**src/rtl/core/awm_pkg.sv**
```systemverilog
package awm_pkg;

   // default sizes
   localparam int MAX_PATTERN_DEF = 64;
   localparam int ALPHABET_DEF    = 256;

   // item function codes
   localparam logic [1:0] FUNC_CLEAR   = 2'd0;
   localparam logic [1:0] FUNC_PATTERN = 2'd1;
   localparam logic [1:0] FUNC_TEXT    = 2'd2;

   typedef struct packed {
      logic [1:0] func;
      logic [7:0] symbol;
   } req_payload_type;

   typedef struct packed {
      logic match;
      logic window_full;
      logic rejected;
   } rsp_payload_type;

endpackage

```
**src/rtl/core/awm_chan_if.sv**
```systemverilog
interface awm_chan_if #(
   parameter type payload_type = logic
);
   logic        valid;
   logic        ready;
   payload_type payload;

   modport source (output valid, output payload, input ready);
   modport sink   (input valid, input payload, output ready);
endinterface

```
**src/rtl/core/anagram_window_match.sv**
```systemverilog
// channel  dir  payload                             handshake
// req_if   in   func, symbol                        valid/ready
// rsp_if   out  match, window_full, rejected        valid/ready
//
// clear, rejected pattern byte, text with no pattern, unused code: answered from idle
// pattern byte: one read-modify-write of the difference table
// text byte: one symbol while the window fills, two once it is full (leaving, then entering);
//    the difference table takes one read-modify-write per symbol, one at a time
// reset and clear drop all table entries at once through per-entry valid bits
// a new item is taken while the last result waits, as long as it leaves now
module anagram_window_match #(
   parameter int MAX_PATTERN = awm_pkg::MAX_PATTERN_DEF,
   parameter int ALPHABET    = awm_pkg::ALPHABET_DEF
) (
   input  logic              clock,
   input  logic              reset,
   awm_chan_if.sink          req_if,
   awm_chan_if.source        rsp_if
);
   import awm_pkg::*;

   localparam int SymW  = (ALPHABET > 1) ? $clog2(ALPHABET) : 1;
   localparam int LenW  = $clog2(MAX_PATTERN + 1);
   localparam int PtrW  = (MAX_PATTERN > 1) ? $clog2(MAX_PATTERN) : 1;
   localparam int DiffW = LenW + 1;
   localparam int NzW   = $clog2(ALPHABET + 1);

   typedef enum logic [3:0] {
      S_IDLE = 4'b0001,
      S_RING = 4'b0010,
      S_RD   = 4'b0100,
      S_MW   = 4'b1000
   } state_type;

   typedef logic [SymW-1:0] fold_table_type [256];

   // symbol folding into the alphabet, worked out at elaboration
   function automatic fold_table_type build_fold();
      fold_table_type t;
      for (int i = 0; i < 256; i++) begin
         t[i] = SymW'(i % ALPHABET);
      end
      return t;
   endfunction

   localparam fold_table_type FOLD_TABLE = build_fold();

   // memories
   logic [DiffW-1:0] diff_mem [ALPHABET];
   logic [SymW-1:0]  ring_mem [MAX_PATTERN];

   // registers
   state_type         state_ff, state_in;
   logic [ALPHABET-1:0] tvalid_ff, tvalid_in;
   logic [NzW-1:0]    nz_ff, nz_in;
   logic [PtrW-1:0]   ptr_ff, ptr_in;
   logic [LenW-1:0]   plen_ff, plen_in;
   logic [LenW-1:0]   seen_ff, seen_in;
   logic [SymW-1:0]   addr_ff, addr_in;
   logic [SymW-1:0]   sym_ff, sym_in;
   logic              up_ff, up_in;
   logic              pend_ff, pend_in;
   logic              full_before_ff, full_before_in;
   logic              is_text_ff, is_text_in;
   logic              rsp_valid_ff, rsp_valid_in;
   rsp_payload_type   rsp_data_ff, rsp_data_in;
   logic [DiffW-1:0]  tbl_rd_ff;
   logic              tval_rd_ff;
   logic [SymW-1:0]   ring_rd_ff;

   // combinational
   logic             accept;
   logic [SymW-1:0]  sym_fold;
   logic [SymW-1:0]  tbl_rd_addr;
   logic [DiffW-1:0] old_val;
   logic [DiffW-1:0] new_val;
   logic [NzW-1:0]   nz_after;
   logic             tbl_we;
   logic             ring_we;
   logic [LenW-1:0]  ptr_inc;

   assign req_if.ready   = (state_ff == S_IDLE) && (!rsp_valid_ff || rsp_if.ready);
   assign accept         = req_if.valid && req_if.ready;
   assign sym_fold       = FOLD_TABLE[req_if.payload.symbol];
   assign rsp_if.valid   = rsp_valid_ff;
   assign rsp_if.payload = rsp_data_ff;
   assign ptr_inc        = LenW'(ptr_ff) + LenW'(1);

   // table read address per step
   always_comb begin
      unique case (state_ff)
         S_IDLE:  tbl_rd_addr = sym_fold;
         S_RING:  tbl_rd_addr = full_before_ff ? ring_rd_ff : sym_ff;
         default: tbl_rd_addr = addr_ff;
      endcase
   end

   // modify step: entry update and nonzero count
   always_comb begin
      old_val = tval_rd_ff ? tbl_rd_ff : '0;
      new_val = up_ff ? (old_val + DiffW'(1)) : (old_val - DiffW'(1));
      if (old_val == '0) begin
         nz_after = nz_ff + NzW'(1);
      end else if (new_val == '0) begin
         nz_after = nz_ff - NzW'(1);
      end else begin
         nz_after = nz_ff;
      end
   end

   // sequencer
   always_comb begin
      state_in       = state_ff;
      tvalid_in      = tvalid_ff;
      nz_in          = nz_ff;
      ptr_in         = ptr_ff;
      plen_in        = plen_ff;
      seen_in        = seen_ff;
      addr_in        = addr_ff;
      sym_in         = sym_ff;
      up_in          = up_ff;
      pend_in        = pend_ff;
      full_before_in = full_before_ff;
      is_text_in     = is_text_ff;
      rsp_valid_in   = rsp_valid_ff && !rsp_if.ready;
      rsp_data_in    = rsp_data_ff;
      tbl_we         = 1'b0;
      ring_we        = 1'b0;

      unique case (state_ff)
         S_IDLE: begin
            if (accept) begin
               unique case (req_if.payload.func)
                  FUNC_CLEAR: begin
                     tvalid_in    = '0;
                     nz_in        = '0;
                     ptr_in       = '0;
                     plen_in      = '0;
                     seen_in      = '0;
                     rsp_valid_in = 1'b1;
                     rsp_data_in  = '0;
                  end
                  FUNC_PATTERN: begin
                     if (seen_ff != '0 || plen_ff == LenW'(MAX_PATTERN)) begin
                        rsp_valid_in         = 1'b1;
                        rsp_data_in          = '0;
                        rsp_data_in.rejected = 1'b1;
                     end else begin
                        addr_in    = sym_fold;
                        up_in      = 1'b1;
                        pend_in    = 1'b0;
                        is_text_in = 1'b0;
                        plen_in    = plen_ff + LenW'(1);
                        state_in   = S_MW;
                     end
                  end
                  FUNC_TEXT: begin
                     if (plen_ff == '0) begin
                        rsp_valid_in = 1'b1;
                        rsp_data_in  = '0;
                     end else begin
                        ring_we        = 1'b1;
                        sym_in         = sym_fold;
                        is_text_in     = 1'b1;
                        full_before_in = (seen_ff == plen_ff);
                        pend_in        = (seen_ff == plen_ff);
                        ptr_in         = (ptr_inc >= plen_ff) ? '0 : PtrW'(ptr_inc);
                        seen_in        = (seen_ff == plen_ff) ? seen_ff
                                                              : seen_ff + LenW'(1);
                        state_in       = S_RING;
                     end
                  end
                  default: begin
                     rsp_valid_in = 1'b1;
                     rsp_data_in  = '0;
                  end
               endcase
            end
         end
         S_RING: begin
            // leaving symbol first when the window was already full
            addr_in  = tbl_rd_addr;
            up_in    = full_before_ff;
            state_in = S_MW;
         end
         S_RD: begin
            state_in = S_MW;
         end
         S_MW: begin
            tbl_we             = 1'b1;
            nz_in              = nz_after;
            tvalid_in[addr_ff] = 1'b1;
            if (pend_ff) begin
               pend_in  = 1'b0;
               addr_in  = sym_ff;
               up_in    = 1'b0;
               state_in = S_RD;
            end else begin
               state_in                = S_IDLE;
               rsp_valid_in            = 1'b1;
               rsp_data_in             = '0;
               rsp_data_in.window_full = is_text_ff && (seen_ff == plen_ff);
               rsp_data_in.match       = is_text_ff && (seen_ff == plen_ff)
                                         && (nz_after == '0);
            end
         end
         default: begin
            state_in = S_IDLE;
         end
      endcase
   end

   // control registers
   always_ff @(posedge clock) begin
      if (reset) begin
         state_ff     <= S_IDLE;
         tvalid_ff    <= '0;
         nz_ff        <= '0;
         ptr_ff       <= '0;
         plen_ff      <= '0;
         seen_ff      <= '0;
         pend_ff      <= 1'b0;
         rsp_valid_ff <= 1'b0;
      end else begin
         state_ff     <= state_in;
         tvalid_ff    <= tvalid_in;
         nz_ff        <= nz_in;
         ptr_ff       <= ptr_in;
         plen_ff      <= plen_in;
         seen_ff      <= seen_in;
         pend_ff      <= pend_in;
         rsp_valid_ff <= rsp_valid_in;
      end
   end

   // payload registers
   always_ff @(posedge clock) begin
      addr_ff        <= addr_in;
      sym_ff         <= sym_in;
      up_ff          <= up_in;
      full_before_ff <= full_before_in;
      is_text_ff     <= is_text_in;
      rsp_data_ff    <= rsp_data_in;
   end

   // difference table, one read and one write port
   always_ff @(posedge clock) begin
      if (tbl_we) begin
         diff_mem[addr_ff] <= new_val;
      end
      tbl_rd_ff  <= diff_mem[tbl_rd_addr];
      tval_rd_ff <= tvalid_ff[tbl_rd_addr];
   end

   // window ring, read of the oldest slot before it is overwritten
   always_ff @(posedge clock) begin
      if (ring_we) begin
         ring_mem[ptr_ff] <= sym_fold;
      end
      ring_rd_ff <= ring_mem[ptr_ff];
   end

endmodule

```
**src/flat_wrapper.sv**
```systemverilog
// flat-port wrapper written by rule: the top's interface ports become plain ports
module anagram_window_match_flat import awm_pkg::*;
#(
   parameter int MAX_PATTERN = awm_pkg::MAX_PATTERN_DEF,
   parameter int ALPHABET    = awm_pkg::ALPHABET_DEF
)
  (clock, reset, req_if_valid, req_if_payload, req_if_ready, rsp_if_valid, rsp_if_payload, rsp_if_ready);
  awm_chan_if #(.payload_type(req_payload_type)) req_if_i ();
  awm_chan_if #(.payload_type(rsp_payload_type)) rsp_if_i ();
  input  logic clock;
  input  logic reset;
  input wire logic [$bits(req_if_i.valid)-1:0] req_if_valid;
  input wire logic [$bits(req_if_i.payload)-1:0] req_if_payload;
  output wire logic [$bits(req_if_i.ready)-1:0] req_if_ready;
  output wire logic [$bits(rsp_if_i.valid)-1:0] rsp_if_valid;
  output wire logic [$bits(rsp_if_i.payload)-1:0] rsp_if_payload;
  input wire logic [$bits(rsp_if_i.ready)-1:0] rsp_if_ready;
  assign req_if_i.valid = req_if_valid;
  assign req_if_i.payload = req_if_payload;
  assign req_if_ready = req_if_i.ready;
  assign rsp_if_valid = rsp_if_i.valid;
  assign rsp_if_payload = rsp_if_i.payload;
  assign rsp_if_i.ready = rsp_if_ready;
  anagram_window_match #(.MAX_PATTERN(MAX_PATTERN), .ALPHABET(ALPHABET)) u_core (.clock(clock), .reset(reset), .req_if(req_if_i), .rsp_if(rsp_if_i));
endmodule
```
**config.mk**
```make
export PLATFORM = sky130hd
export DESIGN_NAME = anagram_window_match_flat
export DESIGN_NICKNAME = d
export VERILOG_FILES = /design/src/rtl/core/awm_pkg.sv /design/src/rtl/core/awm_chan_if.sv /design/src/rtl/core/anagram_window_match.sv /design/src/flat_wrapper.sv
export SDC_FILE = /design/constraint.sdc
export NUM_CORES = 2
export LEC_CHECK = 0
export BUFFER_PORTS_ARGS = -buffer_cell sky130_fd_sc_hd__buf_2
export CORE_MARGIN = 2
export CORE_UTILIZATION = 52
export DETAILED_ROUTE_END_ITERATION = 7
export PLACE_DENSITY_LB_ADDON = 0.05
export SLEW_MARGIN = 30
export SYNTH_ARGS = -nofsm -noshare
export SYNTH_HDL_FRONTEND = slang
export SYNTH_SLANG_ARGS = --single-unit
```
**constraint.sdc**
```tcl
create_clock -name clock -period 12.9 [get_ports clock]
set_clock_uncertainty 0.05 [all_clocks]
set_input_delay 3.87 -clock clock [delete_from_list [all_inputs] [get_ports clock]]
set_output_delay 3.87 -clock clock [all_outputs]
set_load 0.01 [all_outputs]
```
==> run metrics <==
layout cells sized above 1=0.0974; GP Congestion=0.864; routed vias/inst=6.51; PwrDens=231 nW/um^2; clk root buf=clkbuf_16; critical path's most frequent cell=buf_4; Primary FF master, synth=edfxtp_1; Net Sw Power=10.6 mW; I/O Buffers=18; die width=474 um; first-pass GRT wire length=519000 um; crit-path cells=buf_2 > buf_4 > a2bb2oi_4 > buf_4 > buf_4 > nand2_8 > buf_4 > a211oi_1 > a311oi_1 > a311oi_1 > nor4_1 > o22ai_1 > a41o_1 > nor4_1; Pins Over Slew Limit=0; # rows=172; post-synth top area cell=edfxtp_1; Mapped Cells=8650; Hold-fix buffers, CTS=0; Setup violations, final=0; minimum clock period=8.56 ns; Yosys reg bits=2890; top post-synthesis cells by count=edfxtp_1, nand2_1, nor2_1; Max Cap Violations=0; Fillers=17457; chip height=474 um; Finished Cell Area=128000 sq um; P_int=18.8 mW; core outline area=220000 sq um; GRT Residual Overflow=0; hold depth=2; average cell area after synthesis=13.3 sq um; GR Util All Layers=0.319; Max VDD drop=0.338 mV; Starting DRT DRC Count=10233; pre-CTS setup slack=3.59 ns; die area=225000 sq um; final worst slack=4.34 ns; most numerous cell in the Yosys netlist=edfxtp_1; critical path class=primary input to flop; Area contributors post-synth=edfxtp_1, nand2_1, dfxtp_1, nand3_1, nor2_1; Crit. End Element=flop; CP required=13.67 ns; Hold Crit Class=flop to flop; Worst Path Max Fanout=113; Syn-to-layout area delta=11.1%; CP Launch Type=primary input; Post-synth EDFFs=2582; number of global-route vias before repair=70762; Sw Ratio=0.360; Worst-path clk slew=0.06 ns; Num CTS Buffers=313; CTS tree=yes; Seq pwr share=0.407; DRT antenna net count=0; fin crit share=0.664; RSZ-0062 raised after global routing=false; largest net degree at the start of global routing=189; Comb power frac=0.300; final non-filler cell total=11640; initial antenna violation count=13; DPL Wire Length=209000 um; setup TNS=0 ns; syn_nets=8689; vias=75735; worst skew pair latency=0.94 ns; Initial Utilization=0.523; DP Area=118000 sq um; Yosys Warn Count=0; final hold violations=0; power share of the clock group=0.294; placed cells=11100; R2R Path End=u_core.tbl_rd_ff[5]$_DFF_P_; Total Nets Final=8585; relative slew slack=0.235; Hold Path End=u_core.tvalid_ff[48]$_SDFFE_PP0P_; area of the mapped netlist=115000 sq um; Worst R2R Path Depth=13; routed len/inst=31.2 um; Hold Crit Start=u_core.tvalid_ff[48]$_SDFFE_PP0P_; launching point of the worst reg2reg path=u_core.state_ff[1]$_SDFFE_PP0P_; Longest Clk Path Bufs=4; fmax=117 MHz; LEAKAGE=41.8 nW; sequential area share after synthesis=0.729; # clock sinks=2890; register-to-register setup slack=6.36 ns; slowest stage delay, CP=0.84 ns; synth unique cells=87; Top Ports=19; htree depth=5; WL final=364000 um; status=finished clean; share of Yosys cell area claimed by the top area cell type=0.675; Worst-Margin Slew=1.14 ns; asr flop ratio synth=0; TritonRoute pass-1 iters=6; Post-CTS Repair Setup Buffers=0; cts repair resizes=0; Crit-path slowest cell=nor4_1; Worst EP arrival=9.33 ns; DRC errors left=0
## cell type report
class,instances,area [sq um],share of cell area
flip-flops and latches,2890,83700,0.656
diodes,5,12.5,0.0000981
clock buffers,402,8520,0.0668
well taps,2871,3590,0.0282
clock inverters,131,1160,0.00907
repair buffers,213,1850,0.0145
multi-input cells,5103,28600,0.224
inverters,25,121,0.000952
## state kept, by name, indices dropped and copies added (netlist names), 3 cells and up
register,cells
u_core.diff_mem,2048
u_core.ring_mem,512
u_core.tvalid_ff,256
u_core.nz_ff,9
u_core.addr_ff,8
u_core.ring_rd_ff,8
u_core.sym_ff,8
u_core.tbl_rd_ff,8
u_core.plen_ff,7
u_core.seen_ff,7
u_core.ptr_ff,6
u_core.state_ff,4
u_core.rsp_if.payload,3
## logic make-up (layout without fill, tap and decap cells)
logic type,Yosys count,count (layout),synth area share
AND/OR/NAND/NOR,3392,3392,0.128
flip-flops,2890,2890,0.729
AO/OA/AOI/OAI,1526,1526,0.0910
buffers and inverters,657,771,0.0267
multiplexers,127,127,0.0207
XOR/XNOR,32,32,0.00244
adder cells (fa/ha/maj),26,26,0.00281
other,0,5,0
## power by group through the flow
stage               clock (mW)  sequential (mW)  combinational, mW
floorplan                    0             12.5               4.78
global placement             0             12.2               8.50
detailed placement           0             12.2               8.61
CTS                       8.71             12.0               8.63
global route              9.07             12.0               9.21
finish                    8.65             12.0               8.82
## critical path: cells and delay by family
family / cells / cell delay, ns
AOI/OAI and AO/OA: 6 / 1.47
and+or+nand+nor: 3 / 1.90
buffers and inverters: 5 / 1.86
## placed cells by master (no fill, tap or decap), types with 57 or more instances in the layout
master | netlist | routed
a211oi_1 | 118 | 116
a21oi_1 | 450 | 449
a221oi_1 | 58 | 57
a22oi_1 | 247 | 247
a311oi_1 | 183 | 183
a31oi_1 | 184 | 184
and3_1 | 225 | 224
buf_4 | 20 | 168
clkbuf_1 | 290 | 62
clkbuf_16 | 0 | 322
dfxtp_1 | 308 | 308
edfxtp_1 | 2582 | 2582
mux4_2 | 88 | 88
nand2_1 | 1691 | 1675
nand3_1 | 547 | 540
nand4_1 | 67 | 67
nor2_1 | 700 | 654
o22ai_1 | 63 | 63
## per-stage QoR
| step | total power [mW] | hold slack (ns) | utilization |
|---|---|---|---|
| final | 29.4 | 0.415 | 0.581 |
| after global routing | 30.2 | 0.433 | 0.581 |
| after floorplan | 17.3 | 0.379 | - |
| after detailed placement | 20.8 | 0.399 | 0.536 |
| after CTS | 29.3 | 0.414 | 0.580 |
| after global placement | 20.7 | 0.389 | 0.536 |
## worst max path at each step
stage                                    from                                     end
floorplan           u_core.tval_rd_ff$_DFF_P_  u_core.rsp_if.payload[2]$_SDFFCE_PN0P_
global placement            req_if_payload[0]             u_core.tbl_rd_ff[5]$_DFF_P_
detailed placement          req_if_payload[0]             u_core.tbl_rd_ff[5]$_DFF_P_
CTS                              rsp_if_ready                            req_if_ready
global route                req_if_payload[0]             u_core.tbl_rd_ff[5]$_DFF_P_
finish                      req_if_payload[0]             u_core.tbl_rd_ff[5]$_DFF_P_
## layer usage
| layer | wire length [um] | track usage | up-vias |
|---|---|---|---|
| li1 | - | - | 32373 |
| met1 | 150000 | 0.465 | 38702 |
| met2 | 165000 | 0.486 | 4001 |
| met3 | 34800 | 0.0599 | 649 |
| met4 | 12900 | 0.107 | 10 |
| met5 | 68 | 0 | - |
No activity file was read; power rests on OpenSTA's default activity.
